File: src/hw/rtl/dsng_pkg.sv
package dsng_pkg;

    typedef enum logic [1:0] {
        PH_SEED    = 2'd0,
        PH_DIAMOND = 2'd1,
        PH_SQUARE  = 2'd2
    } phase_t;

    localparam int unsigned MOD_ONE  = 8388608;
    localparam int unsigned MOD_C08  = 6710886;
    localparam int unsigned MOD_C03  = 2516582;

    // One classified write handed from the sequencer to the datapath
    typedef struct packed {
        phase_t      phase;
        logic        second;
        logic [23:0] rnd;
        logic [10:0] step;
        logic [23:0] scale;
        logic        last;
    } job_t;

    function automatic logic signed [23:0] sat24(input logic signed [63:0] v);
        logic signed [23:0] r;
        if (v > 64'sd8388607)
        begin
            r = 24'sd8388607;
        end
        else if (v < -64'sd8388608)
        begin
            r = -24'sd8388608;
        end
        else
        begin
            r = v[23:0];
        end
        return r;
    endfunction

endpackage

File: src/hw/rtl/dsng_seq.sv
// Front part: walks the lattice, one job per accepted beat.
module dsng_seq #(
    parameter int GRID_SIZE = 128,
    parameter int CW        = 7
) (
    input  logic                clk,
    input  logic                rst_n,
    input  logic                cfg_valid,
    input  logic [2:0]          cfg_data,
    input  logic                take,
    input  logic [23:0]         rnd,
    output dsng_pkg::job_t      job,
    output logic [CW-1:0]       jx,
    output logic [CW-1:0]       jy
);

    localparam int SW = CW + 1;

    logic [2:0]       fs_reg;
    dsng_pkg::phase_t ph_reg, ph_next;
    logic [SW-1:0]    step_reg, step_next;
    logic [SW:0]      col_reg, col_next, row_reg, row_next;
    logic             sec_reg, sec_next;
    logic [23:0]      scale_reg, scale_next, mod_reg, mod_next;
    logic [47:0]      sprod, mprod;
    logic [SW-1:0]    eff;
    logic             wrap_c, wrap_r, adv, lastj;

    function automatic logic [SW-1:0] eff_of(input logic [2:0] l);
        logic [2:0]  ll;
        logic [10:0] s;
        ll = (l == 3'd0) ? 3'd1 : l;
        s  = 11'd1 << ll;
        if (s > 11'(GRID_SIZE))
        begin
            s = 11'(GRID_SIZE);
        end
        return SW'(s);
    endfunction

    assign eff = eff_of(cfg_valid ? cfg_data : fs_reg);

    always_comb
    begin
        ph_next    = ph_reg;
        step_next  = step_reg;
        col_next   = col_reg;
        row_next   = row_reg;
        sec_next   = sec_reg;
        scale_next = scale_reg;
        mod_next   = mod_reg;
        lastj      = 1'b0;
        adv        = (ph_reg != dsng_pkg::PH_SQUARE) || sec_reg;
        wrap_c     = (col_reg + (SW+1)'(step_reg)) >= (SW+1)'(GRID_SIZE);
        wrap_r     = (row_reg + (SW+1)'(step_reg)) >= (SW+1)'(GRID_SIZE);
        sprod      = 48'(scale_reg) * 48'(mod_reg + 24'(dsng_pkg::MOD_C08));
        mprod      = 48'(mod_reg) * 48'(dsng_pkg::MOD_C03);
        if (ph_reg == dsng_pkg::PH_SQUARE)
        begin
            sec_next = ~sec_reg;
        end
        if (adv)
        begin
            if (wrap_c)
            begin
                col_next = '0;
                row_next = wrap_r ? '0 : row_reg + (SW+1)'(step_reg);
            end
            else
            begin
                col_next = col_reg + (SW+1)'(step_reg);
            end
            if (wrap_c && wrap_r)
            begin
                case (ph_reg)
                    dsng_pkg::PH_SEED,
                    dsng_pkg::PH_DIAMOND:
                    begin
                        ph_next  = (ph_reg == dsng_pkg::PH_SEED) ?
                                   dsng_pkg::PH_DIAMOND : dsng_pkg::PH_SQUARE;
                        sec_next = 1'b0;
                    end
                    default:
                    begin
                        scale_next = ((sprod + 48'd4194304) >> 23) > 48'd16777215 ?
                                     24'hFFFFFF : 24'((sprod + 48'd4194304) >> 23);
                        mod_next   = 24'((mprod + 48'd4194304) >> 23);
                        step_next  = step_reg >> 1;
                        ph_next    = dsng_pkg::PH_DIAMOND;
                        if (step_reg <= SW'(2))
                        begin
                            lastj      = 1'b1;
                            ph_next    = dsng_pkg::PH_SEED;
                            step_next  = eff;
                            scale_next = 24'((25'd1 << 24) / GRID_SIZE);
                            mod_next   = 24'(dsng_pkg::MOD_ONE);
                        end
                    end
                endcase
            end
        end
    end

    always_ff @(posedge clk or negedge rst_n)
    begin
        if (!rst_n)
        begin
            fs_reg    <= 3'd4;
            ph_reg    <= dsng_pkg::PH_SEED;
            step_reg  <= eff_of(3'd4);
            col_reg   <= '0;
            row_reg   <= '0;
            sec_reg   <= 1'b0;
            scale_reg <= 24'((25'd1 << 24) / GRID_SIZE);
            mod_reg   <= 24'(dsng_pkg::MOD_ONE);
        end
        else if (cfg_valid)
        begin
            fs_reg    <= cfg_data;
            ph_reg    <= dsng_pkg::PH_SEED;
            step_reg  <= eff;
            col_reg   <= '0;
            row_reg   <= '0;
            sec_reg   <= 1'b0;
            scale_reg <= 24'((25'd1 << 24) / GRID_SIZE);
            mod_reg   <= 24'(dsng_pkg::MOD_ONE);
        end
        else if (take)
        begin
            ph_reg    <= ph_next;
            step_reg  <= step_next;
            col_reg   <= col_next;
            row_reg   <= row_next;
            sec_reg   <= sec_next;
            scale_reg <= scale_next;
            mod_reg   <= mod_next;
        end
    end

    assign job.phase  = ph_reg;
    assign job.second = sec_reg;
    assign job.rnd    = rnd;
    assign job.step   = 11'(step_reg);
    assign job.scale  = scale_reg;
    assign job.last   = lastj;
    assign jx         = col_reg[CW-1:0];
    assign jy         = row_reg[CW-1:0];

endmodule

File: config.mk
export PLATFORM = sky130hd
export DESIGN_NAME = dsng_seq
export DESIGN_NICKNAME = d
export VERILOG_FILES = /design/src/hw/rtl/dsng_pkg.sv /design/src/hw/rtl/dsng_seq.sv
export SDC_FILE = /design/constraint.sdc
export NUM_CORES = 2
export LEC_CHECK = 0
export ABC_CLOCK_PERIOD_IN_PS = 11050
export CORE_UTILIZATION = 30
export CTS_CLUSTER_SIZE = 12
export DETAILED_ROUTE_END_ITERATION = 12
export DONT_BUFFER_PORTS = 1
export GPL_TIMING_DRIVEN = 0
export PLACE_DENSITY_LB_ADDON = 0.08
export SYNTH_ARGS = -nofsm -noshare
export SYNTH_HDL_FRONTEND = slang
export SYNTH_SLANG_ARGS = --single-unit
File: constraint.sdc
create_clock -name clk -period 11.05 [get_ports clk]
set_clock_uncertainty 0.2 [all_clocks]
set_input_delay 1.6575 -clock clk [delete_from_list [all_inputs] [get_ports clk]]
set_output_delay 1.6575 -clock clk [all_outputs]
set_load 0.05 [all_outputs]
==> results.md <==
Outcome:
- The flow ran to the end, and the final reports show no timing, DRC or antenna violations.

Floorplanning:
- The y dimension of the die is 334 µm.
- The die width is 334 µm.
- The area inside the core boundary is 109000 µm².
- Pin placement for this block handled between 100 and 150 I/O pins.
- The die area is 111000 µm².
- Once the floorplan was initialized, standard cells occupied a little over 30% of the core.
- The floorplan has 121 rows.

Clock network:
- In this run, CTS created clock tree buffers numbering 9.
- The cell chosen for the clock root is sky130_fd_sc_hd__clkbuf_16.
- The maximum root-to-sink buffer count is 2.
- The CTS tree is built.
- The clock reaches the later pin of the worst-skew pair after 0.38 ns.
- The clock sink total is 80.
- The clock tree synthesis step divided the H-tree into 3 levels.
- Hold repair after CTS inserted 0 buffers.
- The clock input transition at the sequential cells of the worst setup and hold paths is 0.08 ns.

Timing:
- The final cycle utilization of the critical path is 96.0%.
- The remaining max-slew budget at the tightest pin is under 10%.
- The worst path needs 10.61 ns of the cycle, external delays included.
- The final setup violation count is 0.
- The count of final hold-check violations is 0.
- The number of max-slew violations in the final report is 0.
- The fmax is ~94 MHz.
- The transition time of the tightest slew-check pin is 1.46 ns.

Synthesis:
- Counting flops and latches in the post-synthesis netlist gives 80.
- The fraction of registers with async set/reset is 100%.
- The proportion of netlist area held by the largest area contributor is 41.3%.
- The mapped netlist covers 33000 µm².
- After synthesis, the cell types taking the most area are sky130_fd_sc_hd__fa_1 (41%), sky130_fd_sc_hd__ha_1 (16%), sky130_fd_sc_hd__inv_1 (9.9%), sky130_fd_sc_hd__and2_1 (5.9%), sky130_fd_sc_hd__dfrtp_1 (5.8%).
- For this run, the leading register cell type out of synthesis is sky130_fd_sc_hd__dfrtp_1.
- In this run, synthesis inferred 0 flip-flops with an integrated enable.
- After technology mapping, the gate count stands at 3635.
- After synthesis, the mean cell area works out to 9.08 µm².
- Of all cell types, the one taking the most synthesized area is sky130_fd_sc_hd__fa_1.
- The part of the Yosys area used for sequential elements is 6.08%.
- The number of distinct library cells after synthesis is 84.
- During synthesis, Yosys emitted a total of 0 warnings.

Routing:
- The remaining number of nets flagged by the antenna check after routing is 0.
- The routed wire length is 117 mm.
- Routed signal wires occupy layers up through met4.
- The detailed router placed around 24000 vias in this run.
- Wire segments on met2 add up to 54.7 mm in the final route.
- The post-detailed-route DRC marker count is 0.
- The ratio of routed vias to standard cells is 4.68.
- The met3 wirelength from detailed routing is 5.27 mm.
- For this block, wires on met1 add up to between 50 and 60 mm.
- The initial DRC count is 1130.
- The first detailed-routing pass took 7 iterations.
- In the final routed layout, each cell accounts on average for 23.0 µm.

Critical path:
- The logic depth of the worst register-to-register path is 31.
- The data arrival time of the worst path is 10.71 ns.
- The cell with the most instances on the worst path is sky130_fd_sc_hd__fa_1.
- The delay contributed by the slowest stage of the critical path is 0.79 ns.
- The required time at the endpoint of the critical path is 11.16 ns.
- The critical path crosses 31 cells after its start point.
- The critical path capture point type is a flip-flop.
- The biggest fanout along the worst timing path is 10.
- Broken down by cell family, the worst path's largest delay share belongs to adder cells.
- The buffering stage count on the worst path with inverters included is 6.
- The largest individual stage delay along the critical path comes from the cell sky130_fd_sc_hd__xnor2_2.
- The critical path in this run is classified as flip-flop to flip-flop.
- The worst setup path is launched from a flip-flop.

Finish:
- The count of filler cells inserted in the layout is 11600.
- Across the whole layout, storage elements account for between 2000 and 2500 µm².
- Of the cells placed in the final design, the portion with a size suffix greater than 1 is 4.37%.
- Summing all multi-input logic gate instances after layout gives 27100 µm².
- The final instance area is 35500 µm².
- The net total in the final layout is 4784.
- The relative area change from synthesis to final layout is 7.70%.

Placement:
- The count of buffers added on input and output ports is 0.
- The congestion estimate from routability-driven global placement came to roughly 0.88.
- The placed wire-length estimate after detailed placement is between 90 and 100 mm.
- The cell area after placement is 34800 µm².

Global routing:
- The first global-routing pass estimated 176 mm of wire.
- The global-route congestion overflow total is 0.
- The initial antenna violation count was 10.
- The largest net degree at the start of global routing is between 80 and 90.
- The via count of the first global-routing pass is 25800.
- Global routing used 21.7% of the available tracks across all layers.

Flow run:
- The total of max-cap violations is 0.

Hold path:
- The worst hold path belongs to the class flip-flop to flip-flop.
- The cell count of the worst hold path is 1.
-- per-layer routing --
metal / up-vias / GRT usage [%]
met5: - / 0
met4: 0 / 5.14
met3: 85 / 2.97
met2: 458 / 35.5
met1: 12200 / 30.2
li1: 11100 / -
-- worst paths after layout --
| path | start | to | slack [ns] |
|---|---|---|---|
| max in group asynchronous | rst_n | mod_reg[23]$_DFFE_PN1P_ | 9.66 |
| setup reg to reg | mod_reg[3]$_DFFE_PN0P_ | scale_reg[2]$_DFFE_PN0P_ | 0.44 |
| hold / removal | row_reg[7]$_DFFE_PN0P_ | row_reg[7]$_DFFE_PN0P_ | 0.30 |
| setup / recovery | mod_reg[3]$_DFFE_PN0P_ | scale_reg[2]$_DFFE_PN0P_ | 0.44 |
| hold reg to reg | row_reg[7]$_DFFE_PN0P_ | row_reg[7]$_DFFE_PN0P_ | 0.30 |
| min in group asynchronous | rst_n | row_reg[1]$_DFFE_PN0P_ | 0.76 |
-- cell type report --
cell class | count | share of cell area (%)
inverter | 874 | 9.24
sequential | 80 | 5.66
clock buffer | 10 | 0.673
timing repair buffer | 14 | 0.363
clock inverter | 6 | 0.204
antenna | 5 | 0.0352
buffer | 170 | 2.43
tap | 1414 | 4.98
multi-input combinational | 2510 | 76.4
-- layout by cell type, fill, tap and decap left out, drive strengths merged, types with 14 or more instances in the layout --
master,netlist,layout
inv,874,877
fa,681,681
ha,413,413
nand2,395,395
and2,310,310
clkbuf,123,128
o21ai,92,92
a21oi,86,86
dfrtp,76,76
nor2,72,72
buf,50,66
xnor2,61,61
xor2,36,36
a21o,34,34
nor2b,28,28
nand3,28,28
nor3,23,23
nand2b,22,22
and3,20,20
a31oi,17,17
o211ai,14,14
-- cell families (layout without fill, tap and decap cells) --
group / Yosys count / after routing / share of synthesized area [%]
xor+xnor: 97 / 97 / 2.58
compound gates: 357 / 357 / 7.12
mux: 8 / 8 / 0.258
simple gates: 951 / 951 / 14.5
flops: 80 / 80 / 6.08
other cells: 1 / 8 / 0.0114
fa+ha+maj: 1094 / 1094 / 57.0
buf+inv: 1047 / 1074 / 12.4
-- synthesized netlist by cell type, drive strengths merged (34+ instances only) --
cell	instances
buf	50
nor2	72
fa	681
a21oi	86
xnor2	61
dfrtp	76
o21ai	92
inv	874
nand2	395
xor2	36
clkbuf	123
and2	310
a21o	34
ha	413
-- what timing repair did --
item,in CTS,in global routing
pin swaps,3,3
gates resized for setup,43,37
endpoints found under the setup margin,24,24
buffers inserted,6,4
-- stage by stage --
step / worst slack, ns / TNS, ns / cells / hold WS (ns) / util [%]
floorplan: 1.80 / 0 / 3637 / 0.258 / -
global placement: -3.01 / -68.09 / 5051 / 0.288 / 31.9
detailed placement: -3.00 / -67.30 / 5055 / 0.285 / 32.0
CTS: 0.0489 / 0 / 5076 / 0.309 / 32.5
global route: -0.0275 / -0.136 / 5078 / 0.338 / 32.6
finish: 0.442 / 0 / 5083 / 0.304 / 32.6
Power is left out: the tool's default activity adds up to more than one toggle a clock period on the data nets, which glitch-free logic cannot reach.
